[src/design/calibrated_resistance_trimmed_mean_assert.svh]
// Assertion macros for the calibrated resistance back end.
`ifndef CALIBRATED_RESISTANCE_TRIMMED_MEAN_ASSERT_SVH
`define CALIBRATED_RESISTANCE_TRIMMED_MEAN_ASSERT_SVH

// Same-cycle implication, sampled on clock and disabled during reset.
`define CRTM_ASSERT_IMPL(name, ante, cons) \
   name: assert property (@(posedge clock) disable iff (reset) (ante) |-> (cons)) \
      else $error("crtm: same-cycle check failed");

// Next-cycle implication, sampled on clock and disabled during reset.
`define CRTM_ASSERT_NEXT(name, ante, cons) \
   name: assert property (@(posedge clock) disable iff (reset) (ante) |=> (cons)) \
      else $error("crtm: next-cycle check failed");

`endif

[src/design/crtm_pkg.sv]
// Package with widths, constants and shared types of the calibrated resistance block.
package crtm_pkg;

   // Group and calibration constants.
   localparam int GROUP_SIZE = 5;
   localparam int TRIM_DIV   = GROUP_SIZE - 2;
   localparam int OHM_SPAN   = 900;
   localparam int OHM_BASE   = 100;
   localparam int OHM_MAX    = 65535;

   // Widths.
   localparam int CODE_W    = 16;
   localparam int SPAN_W    = $clog2(OHM_SPAN + 1);
   localparam int NUM_W     = CODE_W + SPAN_W;
   localparam int SUM_W     = 20;
   localparam int CNT_W     = $clog2(GROUP_SIZE);
   localparam int DIV_CNT_W = $clog2(NUM_W);
   localparam int CSR_IDX_W = 8;

   // Queue between front and back.
   localparam int QUEUE_DEPTH = 2;
   localparam int QPTR_W      = $clog2(QUEUE_DEPTH);

   // Register indexes.
   localparam logic [CSR_IDX_W-1:0] REG_LOW_REF  = CSR_IDX_W'(0);
   localparam logic [CSR_IDX_W-1:0] REG_HIGH_REF = CSR_IDX_W'(1);

   // One classified sample, as handed from front to back.
   typedef struct packed {
      logic [NUM_W-1:0]  num_mag;
      logic              neg;
      logic [CODE_W-1:0] den_mag;
      logic              zero_span;
   } cal_item_type;

   // Request to the shared divider.
   typedef struct packed {
      logic              start;
      logic [NUM_W-1:0]  dividend;
      logic [CODE_W-1:0] divisor;
   } div_req_type;

   // Status and result of the shared divider.
   typedef struct packed {
      logic             busy;
      logic             done;
      logic [NUM_W-1:0] quotient;
   } div_rsp_type;

endpackage

[src/design/crtm_if.sv]
// Channel interfaces: sample requests, results and register writes.
interface crtm_req_if;
   logic                       valid;
   logic                       ready;
   logic [crtm_pkg::CODE_W-1:0] adc_code;

   modport source (output valid, output adc_code, input ready);
   modport sink (input valid, input adc_code, output ready);
endinterface

interface crtm_rsp_if;
   logic                       valid;
   logic                       ready;
   logic [crtm_pkg::CODE_W-1:0] sample_ohms;
   logic                       range_flag;
   logic                       group_done;
   logic [crtm_pkg::CODE_W-1:0] trimmed_ohms;

   modport source (output valid, output sample_ohms, output range_flag,
                   output group_done, output trimmed_ohms, input ready);
   modport sink (input valid, input sample_ohms, input range_flag,
                 input group_done, input trimmed_ohms, output ready);
endinterface

interface crtm_csr_if;
   logic                          valid;
   logic                          ready;
   logic [crtm_pkg::CSR_IDX_W-1:0] reg_index;
   logic [crtm_pkg::CODE_W-1:0]    wr_data;

   modport source (output valid, output reg_index, output wr_data, input ready);
   modport sink (input valid, input reg_index, input wr_data, output ready);
endinterface

[src/design/crtm_queue.sv]
// Short register queue that decouples the front from the back.
module crtm_queue (
   input  logic                   clock,
   input  logic                   reset,
   input  logic                   push,
   input  crtm_pkg::cal_item_type push_item,
   output logic                   full,
   input  logic                   pop,
   output logic                   avail,
   output crtm_pkg::cal_item_type pop_item
);

   crtm_pkg::cal_item_type         entry_ff [crtm_pkg::QUEUE_DEPTH];
   logic [crtm_pkg::QPTR_W-1:0]    wr_ptr_ff, wr_ptr_in;
   logic [crtm_pkg::QPTR_W-1:0]    rd_ptr_ff, rd_ptr_in;
   logic [crtm_pkg::QPTR_W:0]      count_ff, count_in;
   logic                           push_ok;
   logic                           pop_ok;

   // Status toward both sides.
   assign full     = (count_ff == (crtm_pkg::QPTR_W+1)'(crtm_pkg::QUEUE_DEPTH));
   assign avail    = (count_ff != '0);
   assign pop_item = entry_ff[rd_ptr_ff];
   assign push_ok  = push && !full;
   assign pop_ok   = pop && avail;

   // Pointer and fill count updates with wrap at the queue depth.
   always_comb begin
      wr_ptr_in = wr_ptr_ff;
      rd_ptr_in = rd_ptr_ff;
      if (push_ok) begin
         wr_ptr_in = (wr_ptr_ff == crtm_pkg::QPTR_W'(crtm_pkg::QUEUE_DEPTH - 1)) ?
                     '0 : wr_ptr_ff + 1'b1;
      end
      if (pop_ok) begin
         rd_ptr_in = (rd_ptr_ff == crtm_pkg::QPTR_W'(crtm_pkg::QUEUE_DEPTH - 1)) ?
                     '0 : rd_ptr_ff + 1'b1;
      end
      count_in = count_ff + (crtm_pkg::QPTR_W+1)'(push_ok) - (crtm_pkg::QPTR_W+1)'(pop_ok);
   end

   always_ff @(posedge clock) begin
      if (reset) begin
         wr_ptr_ff <= '0;
         rd_ptr_ff <= '0;
         count_ff  <= '0;
      end else begin
         wr_ptr_ff <= wr_ptr_in;
         rd_ptr_ff <= rd_ptr_in;
         count_ff  <= count_in;
      end
   end

   // Entry storage needs no reset.
   always_ff @(posedge clock) begin
      if (push_ok) begin
         entry_ff[wr_ptr_ff] <= push_item;
      end
   end

endmodule

[src/design/crtm_front.sv]
// Front end: accepts ADC codes, forms the scaled numerator and span, and queues them.
module crtm_front (
   input  logic                       clock,
   input  logic                       reset,
   crtm_req_if.sink                   req_ch,
   input  logic [crtm_pkg::CODE_W-1:0] low_ref,
   input  logic [crtm_pkg::CODE_W-1:0] high_ref,
   input  logic                       q_full,
   output logic                       q_push,
   output crtm_pkg::cal_item_type     q_item
);

   logic                       valid_ff, valid_in;
   crtm_pkg::cal_item_type     item_ff, item_in;
   logic                       accept;
   logic [crtm_pkg::CODE_W:0]  diff;
   logic [crtm_pkg::CODE_W:0]  diff_abs;
   logic [crtm_pkg::CODE_W:0]  den;
   logic [crtm_pkg::CODE_W:0]  den_abs;

   // One holding stage; it frees up as soon as the queue takes its sample.
   assign q_push       = valid_ff && !q_full;
   assign req_ch.ready = !valid_ff || !q_full;
   assign accept       = req_ch.valid && req_ch.ready;
   assign q_item       = item_ff;

   // Signed distance from the low reference and signed calibration span, as magnitudes.
   always_comb begin
      diff     = {1'b0, req_ch.adc_code} - {1'b0, low_ref};
      diff_abs = diff[crtm_pkg::CODE_W] ? (~diff + 1'b1) : diff;
      den      = {1'b0, high_ref} - {1'b0, low_ref};
      den_abs  = den[crtm_pkg::CODE_W] ? (~den + 1'b1) : den;

      item_in.num_mag   = crtm_pkg::NUM_W'(diff_abs[crtm_pkg::CODE_W-1:0])
                        * crtm_pkg::NUM_W'(crtm_pkg::OHM_SPAN);
      item_in.neg       = diff[crtm_pkg::CODE_W] ^ den[crtm_pkg::CODE_W];
      item_in.den_mag   = den_abs[crtm_pkg::CODE_W-1:0];
      item_in.zero_span = (high_ref == low_ref);
   end

   always_comb begin
      valid_in = valid_ff;
      if (accept) begin
         valid_in = 1'b1;
      end else if (q_push) begin
         valid_in = 1'b0;
      end
   end

   always_ff @(posedge clock) begin
      if (reset) begin
         valid_ff <= 1'b0;
      end else begin
         valid_ff <= valid_in;
      end
   end

   always_ff @(posedge clock) begin
      if (accept) begin
         item_ff <= item_in;
      end
   end

endmodule

[src/design/crtm_div.sv]
// Shared restoring divider, one quotient bit per cycle.
module crtm_div (
   input  logic                  clock,
   input  logic                  reset,
   input  crtm_pkg::div_req_type div_req,
   output crtm_pkg::div_rsp_type div_rsp
);

   logic                           busy_ff;
   logic                           done_ff;
   logic [crtm_pkg::DIV_CNT_W-1:0] cnt_ff;
   logic [crtm_pkg::CODE_W-1:0]    rem_ff;
   logic [crtm_pkg::NUM_W-1:0]     quo_ff;
   logic [crtm_pkg::CODE_W-1:0]    divisor_ff;
   logic [crtm_pkg::CODE_W:0]      trial;
   logic                           fits;

   // Shift in the next dividend bit and test it against the divisor.
   assign trial = {rem_ff, quo_ff[crtm_pkg::NUM_W-1]};
   assign fits  = (trial >= {1'b0, divisor_ff});

   assign div_rsp.busy     = busy_ff;
   assign div_rsp.done     = done_ff;
   assign div_rsp.quotient = quo_ff;

   always_ff @(posedge clock) begin
      if (reset) begin
         busy_ff <= 1'b0;
         done_ff <= 1'b0;
         cnt_ff  <= '0;
      end else begin
         done_ff <= 1'b0;
         if (div_req.start) begin
            busy_ff <= 1'b1;
            cnt_ff  <= '0;
         end else if (busy_ff) begin
            cnt_ff <= cnt_ff + 1'b1;
            if (cnt_ff == crtm_pkg::DIV_CNT_W'(crtm_pkg::NUM_W - 1)) begin
               busy_ff <= 1'b0;
               done_ff <= 1'b1;
            end
         end
      end
   end

   // Datapath: the quotient register starts as the dividend and fills from the right.
   always_ff @(posedge clock) begin
      if (div_req.start) begin
         quo_ff     <= div_req.dividend;
         rem_ff     <= '0;
         divisor_ff <= div_req.divisor;
      end else if (busy_ff) begin
         quo_ff <= {quo_ff[crtm_pkg::NUM_W-2:0], fits};
         rem_ff <= fits ? crtm_pkg::CODE_W'(trial - {1'b0, divisor_ff})
                        : trial[crtm_pkg::CODE_W-1:0];
      end
   end

endmodule

[src/design/crtm_back.sv]
// Back end: divides, clamps, keeps group statistics and presents the result.
module crtm_back (
   input  logic                   clock,
   input  logic                   reset,
   input  logic                   q_avail,
   input  crtm_pkg::cal_item_type q_item,
   output logic                   q_pop,
   output crtm_pkg::div_req_type  div_req,
   input  crtm_pkg::div_rsp_type  div_rsp,
   crtm_rsp_if.source             rsp_ch
);

`include "calibrated_resistance_trimmed_mean_assert.svh"

   typedef enum logic [2:0] {
      ST_IDLE,
      ST_DIV,
      ST_CLAMP,
      ST_ACCUM,
      ST_TRIM,
      ST_OUT
   } state_type;

   state_type                    state_ff;
   logic                         neg_ff;
   logic [crtm_pkg::CODE_W-1:0]  ohms_ff;
   logic                         flag_ff;
   logic                         done_ff;
   logic [crtm_pkg::CODE_W-1:0]  trimmed_ff;
   logic [crtm_pkg::CNT_W-1:0]   cnt_ff;
   logic [crtm_pkg::SUM_W-1:0]   sum_ff;
   logic [crtm_pkg::CODE_W-1:0]  min_ff;
   logic [crtm_pkg::CODE_W-1:0]  max_ff;

   logic [crtm_pkg::NUM_W:0]     pos_val;
   logic                         below;
   logic                         above;
   logic [crtm_pkg::SUM_W-1:0]   sum_new;
   logic [crtm_pkg::CODE_W-1:0]  min_new;
   logic [crtm_pkg::CODE_W-1:0]  max_new;
   logic [crtm_pkg::CODE_W:0]    ends;
   logic [crtm_pkg::SUM_W-1:0]   rest;
   logic                         last;
   logic                         trim_big;

   // Pop the next sample whenever the back is free.
   assign q_pop = (state_ff == ST_IDLE) && q_avail;

   // Divider requests: a sample quotient on a pop with nonzero span, the trimmed mean at a group end.
   always_comb begin
      div_req.start    = 1'b0;
      div_req.dividend = q_item.num_mag;
      div_req.divisor  = q_item.den_mag;
      if (q_pop && !q_item.zero_span) begin
         div_req.start = 1'b1;
      end else if ((state_ff == ST_ACCUM) && last) begin
         div_req.start    = 1'b1;
         div_req.dividend = crtm_pkg::NUM_W'(rest);
         div_req.divisor  = crtm_pkg::CODE_W'(crtm_pkg::TRIM_DIV);
      end
   end

   // Offset and range check of the truncated quotient.
   always_comb begin
      pos_val = (crtm_pkg::NUM_W+1)'(div_rsp.quotient)
              + (crtm_pkg::NUM_W+1)'(crtm_pkg::OHM_BASE);
      below   = neg_ff && (div_rsp.quotient > crtm_pkg::NUM_W'(crtm_pkg::OHM_BASE));
      above   = !neg_ff && (pos_val > (crtm_pkg::NUM_W+1)'(crtm_pkg::OHM_MAX));
   end

   // Group statistics including the current sample.
   always_comb begin
      sum_new  = sum_ff + crtm_pkg::SUM_W'(ohms_ff);
      min_new  = (ohms_ff < min_ff) ? ohms_ff : min_ff;
      max_new  = (ohms_ff > max_ff) ? ohms_ff : max_ff;
      ends     = {1'b0, min_new} + {1'b0, max_new};
      rest     = (sum_new >= crtm_pkg::SUM_W'(ends)) ? sum_new - crtm_pkg::SUM_W'(ends) : '0;
      last     = ({1'b0, cnt_ff} + 1'b1) >= (crtm_pkg::CNT_W+1)'(crtm_pkg::GROUP_SIZE);
      trim_big = (div_rsp.quotient[crtm_pkg::NUM_W-1:crtm_pkg::CODE_W] != '0);
   end

   // Sequencer with its registered outputs and group state.
   always_ff @(posedge clock) begin
      if (reset) begin
         state_ff <= ST_IDLE;
         cnt_ff   <= '0;
         sum_ff   <= '0;
         min_ff   <= crtm_pkg::CODE_W'(crtm_pkg::OHM_MAX);
         max_ff   <= '0;
      end else begin
         unique case (state_ff)
            ST_IDLE: begin
               if (q_pop) begin
                  neg_ff <= q_item.neg;
                  if (q_item.zero_span) begin
                     ohms_ff  <= crtm_pkg::CODE_W'(crtm_pkg::OHM_MAX);
                     flag_ff  <= 1'b1;
                     state_ff <= ST_ACCUM;
                  end else begin
                     state_ff <= ST_DIV;
                  end
               end
            end
            ST_DIV: begin
               if (div_rsp.done) begin
                  state_ff <= ST_CLAMP;
               end
            end
            ST_CLAMP: begin
               flag_ff <= below || above;
               if (below) begin
                  ohms_ff <= '0;
               end else if (above) begin
                  ohms_ff <= crtm_pkg::CODE_W'(crtm_pkg::OHM_MAX);
               end else if (neg_ff) begin
                  ohms_ff <= crtm_pkg::CODE_W'(crtm_pkg::OHM_BASE)
                           - div_rsp.quotient[crtm_pkg::CODE_W-1:0];
               end else begin
                  ohms_ff <= pos_val[crtm_pkg::CODE_W-1:0];
               end
               state_ff <= ST_ACCUM;
            end
            ST_ACCUM: begin
               done_ff <= last;
               if (last) begin
                  cnt_ff   <= '0;
                  sum_ff   <= '0;
                  min_ff   <= crtm_pkg::CODE_W'(crtm_pkg::OHM_MAX);
                  max_ff   <= '0;
                  state_ff <= ST_TRIM;
               end else begin
                  cnt_ff     <= cnt_ff + 1'b1;
                  sum_ff     <= sum_new;
                  min_ff     <= min_new;
                  max_ff     <= max_new;
                  trimmed_ff <= '0;
                  state_ff   <= ST_OUT;
               end
            end
            ST_TRIM: begin
               if (div_rsp.done) begin
                  trimmed_ff <= trim_big ? crtm_pkg::CODE_W'(crtm_pkg::OHM_MAX)
                                         : div_rsp.quotient[crtm_pkg::CODE_W-1:0];
                  state_ff   <= ST_OUT;
               end
            end
            ST_OUT: begin
               if (rsp_ch.ready) begin
                  state_ff <= ST_IDLE;
               end
            end
            default: begin
               state_ff <= ST_IDLE;
            end
         endcase
      end
   end

   assign rsp_ch.valid        = (state_ff == ST_OUT);
   assign rsp_ch.sample_ohms  = ohms_ff;
   assign rsp_ch.range_flag   = flag_ff;
   assign rsp_ch.group_done   = done_ff;
   assign rsp_ch.trimmed_ohms = trimmed_ff;

   // A result outside a group end carries no trimmed mean.
   `CRTM_ASSERT_IMPL(a_trim_zero, rsp_ch.valid && !rsp_ch.group_done, rsp_ch.trimmed_ohms == '0)
   // The shared divider is never restarted while it is still working.
   `CRTM_ASSERT_IMPL(a_div_free, div_req.start, !div_rsp.busy)
   // The sample count never reaches the group size.
   `CRTM_ASSERT_IMPL(a_cnt_range, 1'b1,
      {1'b0, cnt_ff} < (crtm_pkg::CNT_W+1)'(crtm_pkg::GROUP_SIZE))
   // A finished divide in the sample phase always leads to the clamp step.
   `CRTM_ASSERT_NEXT(a_div_clamp, (state_ff == ST_DIV) && div_rsp.done, state_ff == ST_CLAMP)

endmodule

[src/design/calibrated_resistance_trimmed_mean.sv]
// Top level of the calibrated resistance block with group trimmed mean.
//
// Use: ADC codes enter on req_ch, one result per code leaves on rsp_ch, and the
// two calibration codes are written over csr_ch (index 0 is the low reference,
// index 1 the high reference; other indexes are ignored). csr_ch is always ready
// and must be written only while no sample is in flight.
// Each result carries the clamped ohm value and its range flag; on the last
// sample of a group it also carries the trimmed mean with group_done set.
// A normal sample passes through the serial divider once; the sample that closes a
// group passes through the same one-bit-per-cycle divider again for the trimmed mean.
// The back takes its next sample only once the result of the last one has been taken,
// so the serial divider sets the sustained throughput.
// A front stage and a two-entry queue keep accepting codes while the back works
// or while a result waits, so up to three codes can be buffered ahead.
// When the receiver stalls, the result stays on rsp_ch unchanged and the back
// waits; the front then stops accepting once its holding stage and the queue are full.
// Reset is synchronous: it clears the group statistics, the queue, and sets the
// calibration to low 0 and high 65535.
module calibrated_resistance_trimmed_mean (
   input  logic      clock,
   input  logic      reset,
   crtm_req_if.sink  req_ch,
   crtm_rsp_if.source rsp_ch,
   crtm_csr_if.sink  csr_ch
);

   logic [crtm_pkg::CODE_W-1:0] low_ref_ff;
   logic [crtm_pkg::CODE_W-1:0] high_ref_ff;
   logic                        q_full;
   logic                        q_push;
   logic                        q_pop;
   logic                        q_avail;
   crtm_pkg::cal_item_type      push_item;
   crtm_pkg::cal_item_type      pop_item;
   crtm_pkg::div_req_type       div_req;
   crtm_pkg::div_rsp_type       div_rsp;

   // Calibration registers.
   assign csr_ch.ready = 1'b1;

   always_ff @(posedge clock) begin
      if (reset) begin
         low_ref_ff  <= '0;
         high_ref_ff <= crtm_pkg::CODE_W'(crtm_pkg::OHM_MAX);
      end else if (csr_ch.valid) begin
         if (csr_ch.reg_index == crtm_pkg::REG_LOW_REF) begin
            low_ref_ff <= csr_ch.wr_data;
         end else if (csr_ch.reg_index == crtm_pkg::REG_HIGH_REF) begin
            high_ref_ff <= csr_ch.wr_data;
         end
      end
   end

   crtm_front u_front (
      .clock    (clock),
      .reset    (reset),
      .req_ch   (req_ch),
      .low_ref  (low_ref_ff),
      .high_ref (high_ref_ff),
      .q_full   (q_full),
      .q_push   (q_push),
      .q_item   (push_item)
   );

   crtm_queue u_queue (
      .clock     (clock),
      .reset     (reset),
      .push      (q_push),
      .push_item (push_item),
      .full      (q_full),
      .pop       (q_pop),
      .avail     (q_avail),
      .pop_item  (pop_item)
   );

   crtm_div u_div (
      .clock   (clock),
      .reset   (reset),
      .div_req (div_req),
      .div_rsp (div_rsp)
   );

   crtm_back u_back (
      .clock   (clock),
      .reset   (reset),
      .q_avail (q_avail),
      .q_item  (pop_item),
      .q_pop   (q_pop),
      .div_req (div_req),
      .div_rsp (div_rsp),
      .rsp_ch  (rsp_ch)
   );

endmodule

[src/flat_wrapper.sv]
// flat-port wrapper written by rule: the top's interface ports become plain ports
module calibrated_resistance_trimmed_mean_flat 
  (clock, reset, req_ch_valid, req_ch_adc_code, req_ch_ready, rsp_ch_valid, rsp_ch_sample_ohms, rsp_ch_range_flag, rsp_ch_group_done, rsp_ch_trimmed_ohms, rsp_ch_ready, csr_ch_valid, csr_ch_reg_index, csr_ch_wr_data, csr_ch_ready);
  crtm_req_if req_ch_i ();
  crtm_rsp_if rsp_ch_i ();
  crtm_csr_if csr_ch_i ();
  input  logic clock;
  input  logic reset;
  input wire logic [$bits(req_ch_i.valid)-1:0] req_ch_valid;
  input wire logic [$bits(req_ch_i.adc_code)-1:0] req_ch_adc_code;
  output wire logic [$bits(req_ch_i.ready)-1:0] req_ch_ready;
  output wire logic [$bits(rsp_ch_i.valid)-1:0] rsp_ch_valid;
  output wire logic [$bits(rsp_ch_i.sample_ohms)-1:0] rsp_ch_sample_ohms;
  output wire logic [$bits(rsp_ch_i.range_flag)-1:0] rsp_ch_range_flag;
  output wire logic [$bits(rsp_ch_i.group_done)-1:0] rsp_ch_group_done;
  output wire logic [$bits(rsp_ch_i.trimmed_ohms)-1:0] rsp_ch_trimmed_ohms;
  input wire logic [$bits(rsp_ch_i.ready)-1:0] rsp_ch_ready;
  input wire logic [$bits(csr_ch_i.valid)-1:0] csr_ch_valid;
  input wire logic [$bits(csr_ch_i.reg_index)-1:0] csr_ch_reg_index;
  input wire logic [$bits(csr_ch_i.wr_data)-1:0] csr_ch_wr_data;
  output wire logic [$bits(csr_ch_i.ready)-1:0] csr_ch_ready;
  assign req_ch_i.valid = req_ch_valid;
  assign req_ch_i.adc_code = req_ch_adc_code;
  assign req_ch_ready = req_ch_i.ready;
  assign rsp_ch_valid = rsp_ch_i.valid;
  assign rsp_ch_sample_ohms = rsp_ch_i.sample_ohms;
  assign rsp_ch_range_flag = rsp_ch_i.range_flag;
  assign rsp_ch_group_done = rsp_ch_i.group_done;
  assign rsp_ch_trimmed_ohms = rsp_ch_i.trimmed_ohms;
  assign rsp_ch_i.ready = rsp_ch_ready;
  assign csr_ch_i.valid = csr_ch_valid;
  assign csr_ch_i.reg_index = csr_ch_reg_index;
  assign csr_ch_i.wr_data = csr_ch_wr_data;
  assign csr_ch_ready = csr_ch_i.ready;
  calibrated_resistance_trimmed_mean u_core (.clock(clock), .reset(reset), .req_ch(req_ch_i), .rsp_ch(rsp_ch_i), .csr_ch(csr_ch_i));
endmodule
[config.mk]
export PLATFORM = sky130hd
export DESIGN_NAME = calibrated_resistance_trimmed_mean_flat
export DESIGN_NICKNAME = d
export VERILOG_FILES = /design/src/design/crtm_pkg.sv /design/src/design/crtm_if.sv /design/src/design/crtm_queue.sv /design/src/design/crtm_front.sv /design/src/design/crtm_div.sv /design/src/design/crtm_back.sv /design/src/design/calibrated_resistance_trimmed_mean.sv /design/src/flat_wrapper.sv
export VERILOG_INCLUDE_DIRS = /design/src /design/src/design
export SDC_FILE = /design/constraint.sdc
export NUM_CORES = 1
export LEC_CHECK = 0
export BUFFER_PORTS_ARGS = -buffer_cell sky130_fd_sc_hd__buf_4
export CAP_MARGIN = 20
export CORE_MARGIN = 4
export CORE_UTILIZATION = 40
export CTS_CLUSTER_SIZE = 8
export DETAILED_ROUTE_END_ITERATION = 8
export PLACE_DENSITY = 0.59
export SLEW_MARGIN = 10
export SYNTH_ARGS = -nofsm -noshare
export SYNTH_HDL_FRONTEND = slang
export SYNTH_HIERARCHICAL = 1
export SYNTH_SLANG_ARGS = --single-unit
[constraint.sdc]
create_clock -name clock -period 7 [get_ports clock]
set_input_delay 0.35 -clock clock [delete_from_list [all_inputs] [get_ports clock]]
set_output_delay 0.35 -clock clock [all_outputs]
set_load 0.1 [all_outputs]
==> reports/metrics.cfg <==
[floorplan]
io_pins = 82
die_y_um = 245
die_x_um = 245
start_util_pct = 40.6
core-area_mm2 = 0.0553
dieArea_mm2 = 0.0600
rows = 86

[critical_path]
r2r_end = u_core/u_front/q_item[43]$_DFFE_PP_
cp.arrival_ns = 7.02
setup.worst_path.end_class = register
rr_startpoint = u_core/low_ref_ff[0]$_SDFFE_PP0P_
cp_top_family = compound AO/OA/AOI/OAI gates
cpPeakStageDelay_ns = 0.47
cp_num_buf_inv = 0
ff2ff_path_depth = 26
crit_required_ns = 7.33
cp_max_fo = 5
critPathLaunchType = register
cp_common_cell = ha_1
rrSetupSlack_ns = 0.31
worstSetupPathType = reg -> reg
crit_path_top_delay_cell = fa_1

[finish]
syn_to_final_growth_pct = 14.4
fillers = 5282
fin_nets = 2640
antennaDiodeCount = 0
final_cells = 3146
drive_above_1_share_pct = 15.6

[grt]
grt_overflow = 0
grt_pass1_wl_um = 87400
top_usage_layer = met2
met1_usage_pct = 23.5
grt_util_met3_pct = 2.46
grtUsageTotal_pct = 17.6
met2_usage_pct = 29.7
grt_pass1_vias = 17000
antenna_found_initial = 0
grt_max_degree = 68

[hold_path]
holdPathStages = 3
worstHoldPathType = in -> reg
min-delay-start = csr_ch_wr_data[7]
min_to = u_core/high_ref_ff[7]$_SDFFE_PP1P_

[timing]
finalCriticalPeriod_ns = 6.69
worst_slew_pin_slew_ns = 1.06
drv_slew = 0
finalCritPeriodShare_pct = 95.6
setup_viol = 0
slew_headroom_pct = 28.9
fmaxAchievable_ghz = 0.149
finalHoldViolCount = 0
fin_worst_skew_ns = 0.0519

[drt]
viasPerCell = 5.39
drc_errors = 0
drt-initial-drc-count = 1135
finalWirelength_um = 53600
drt-wirelength-per-cell_um = 17.0
first_pass_iters = 7
postRouteAntennaNets = 0
vias = 17000

[cts]
root_buffer = clkbuf_16
htreeDepth = 2
clk_latency_ns = 0.61
clock-sinks = 326
cts_tree = yes
cts_max_path_buffers = 3
path_clk_slew_ns = 0.05
cts_buffers = 48

[placed_design]
numPortBuffers = 80
hpwl_um = 39400
gp_congestion = 0.875
dpl.cell_count = 3040

[synthesis]
syn_inst = 2242
yosysWarnings = 6
syn_area_per_cell_um2 = 10.0
syn-cell-area_mm2 = 0.0224

[pwr]
vdd_drop_max_uv = 256
power.density_mw_per_mm2 = 398
leakagePower_nw = 9.92
p_total_mw = 10.2

[flow_run]
maxCapViolCount = 0

[run_status]
status = complete, no violations

[state kept, by name, indices dropped and copies added (netlist names), 2 cells and up, named ones only]
signal / cells
u_core/u_back/state_ff: 3
u_core/u_div/cnt_ff: 5
u_core/u_front/q_item: 42
u_core/u_back/sum_ff: 20
u_core/u_back/min_ff: 16
u_core/u_queue/count_ff: 2
u_core/u_div/rem_ff: 16
u_core/u_div/divisor_ff: 16
u_core/u_back/max_ff: 16
u_core/u_div/quo_ff: 26
u_core/u_back/rsp_ch.trimmed_ohms: 16
u_core/u_queue/entry_ff: 88
u_core/u_back/cnt_ff: 3
u_core/u_back/rsp_ch.sample_ohms: 16
u_core/low_ref_ff: 16
u_core/high_ref_ff: 16
[per-stage QoR]
stage / hold WS, ns / TNS (ns) / instance area, um2 / util (%) / setup WS, ns
floorplan: 0.419 / 0 / 22500 / - / 0.0372
global placement: 0.422 / 0 / 23900 / 43.3 / 0.0167
detailed placement: 0.430 / -0.0809 / 23900 / 43.3 / -0.0809
CTS: 0.000611 / 0 / 25500 / 46.1 / 0.0882
global route: 0.0199 / -0.0424 / 25700 / 46.4 / -0.0424
finish: 0.0260 / 0 / 25700 / 46.4 / 0.309
[worst max path at each step]
stage,start,cells past startpoint,slack [ns],to
after floorplan,u_core/u_back/rsp_ch.sample_ohms[9]$_SDFFCE_PN1P_,27,0.04,u_core/u_div/quo_ff[19]$_DFFE_PP_
after global placement,req_ch_adc_code[0],28,0.02,u_core/u_front/q_item[43]$_DFFE_PP_
after detailed placement,req_ch_adc_code[0],28,-0.08,u_core/u_front/q_item[43]$_DFFE_PP_
after CTS,u_core/low_ref_ff[0]$_SDFFE_PP0P_,26,0.09,u_core/u_front/q_item[43]$_DFFE_PP_
after global routing,u_core/low_ref_ff[0]$_SDFFE_PP0P_,26,-0.04,u_core/u_front/q_item[43]$_DFFE_PP_
final,u_core/low_ref_ff[0]$_SDFFE_PP0P_,26,0.31,u_core/u_front/q_item[43]$_DFFE_PP_
[placed cells by master, fill, tap and decap left out, drive strengths merged, types with 48 or more instances in the layout]
cell type	instances
clkbuf	82
o21ai	101
dfxtp	119
nand3	48
edfxtp	207
nor2	171
buf	143
a21oi	112
nand2b	66
mux2	99
xnor2	91
ha	213
xor2	54
inv	149
nand2	149
[worst reg2reg max path, cell delays in order, from the launching register on]
cell and delay [ns]:
dfxtp_1 0.33, ha_1 0.21, fa_2 0.36, nand2b_1 0.18
a21oi_2 0.21, o221a_4 0.23, o41a_1 0.20, a41oi_2 0.15
a211o_1 0.40, nor2b_1 0.19, xnor2_2 0.29, fa_1 0.47
ha_1 0.31, ha_1 0.32, xor2_1 0.17, ha_1 0.33
ha_4 0.26, nor2b_1 0.12, o21ai_0 0.15, nand2b_1 0.12
a21oi_2 0.16, o21ai_1 0.11, a41o_1 0.27, o41a_1 0.37
a211o_1 0.28, a21oi_1 0.17, xnor2_1 0.08
[area by class of cell]
cell class	instances	area [um2]	share of cell area, %
multi-input combinational	1679	12900	50.1
clock buffer	82	1380	5.37
inverter	151	581	2.26
clock inverter	5	90.1	0.351
sequential	326	8600	33.5
timing repair buffer	155	1220	4.74
tap	748	936	3.65
[power by group]
group | switching (mW) | internal, mW | total, mW
clock | 0.870 | 1.34 | 2.21
combinational | 2.88 | 2.22 | 5.10
sequential | 0.310 | 2.59 | 2.90
total | 4.06 | 6.15 | 10.2
[layer usage]
layer	wire [um]	vias up	share of wire, %
met3	2270	92	4.2
met2	25100	371	47
met4	1450	0	2.7
met5	0	-	0
li1	-	8403	-
met1	24700	8089	46
[what timing repair did]
item	in CTS	in global routing
setup endpoints to repair	0	24
buffers inserted	0	4
hold buffers	12	0
gates resized for setup	0	15
hold endpoints to repair	18	0
(Power assumes the default switching activity.)
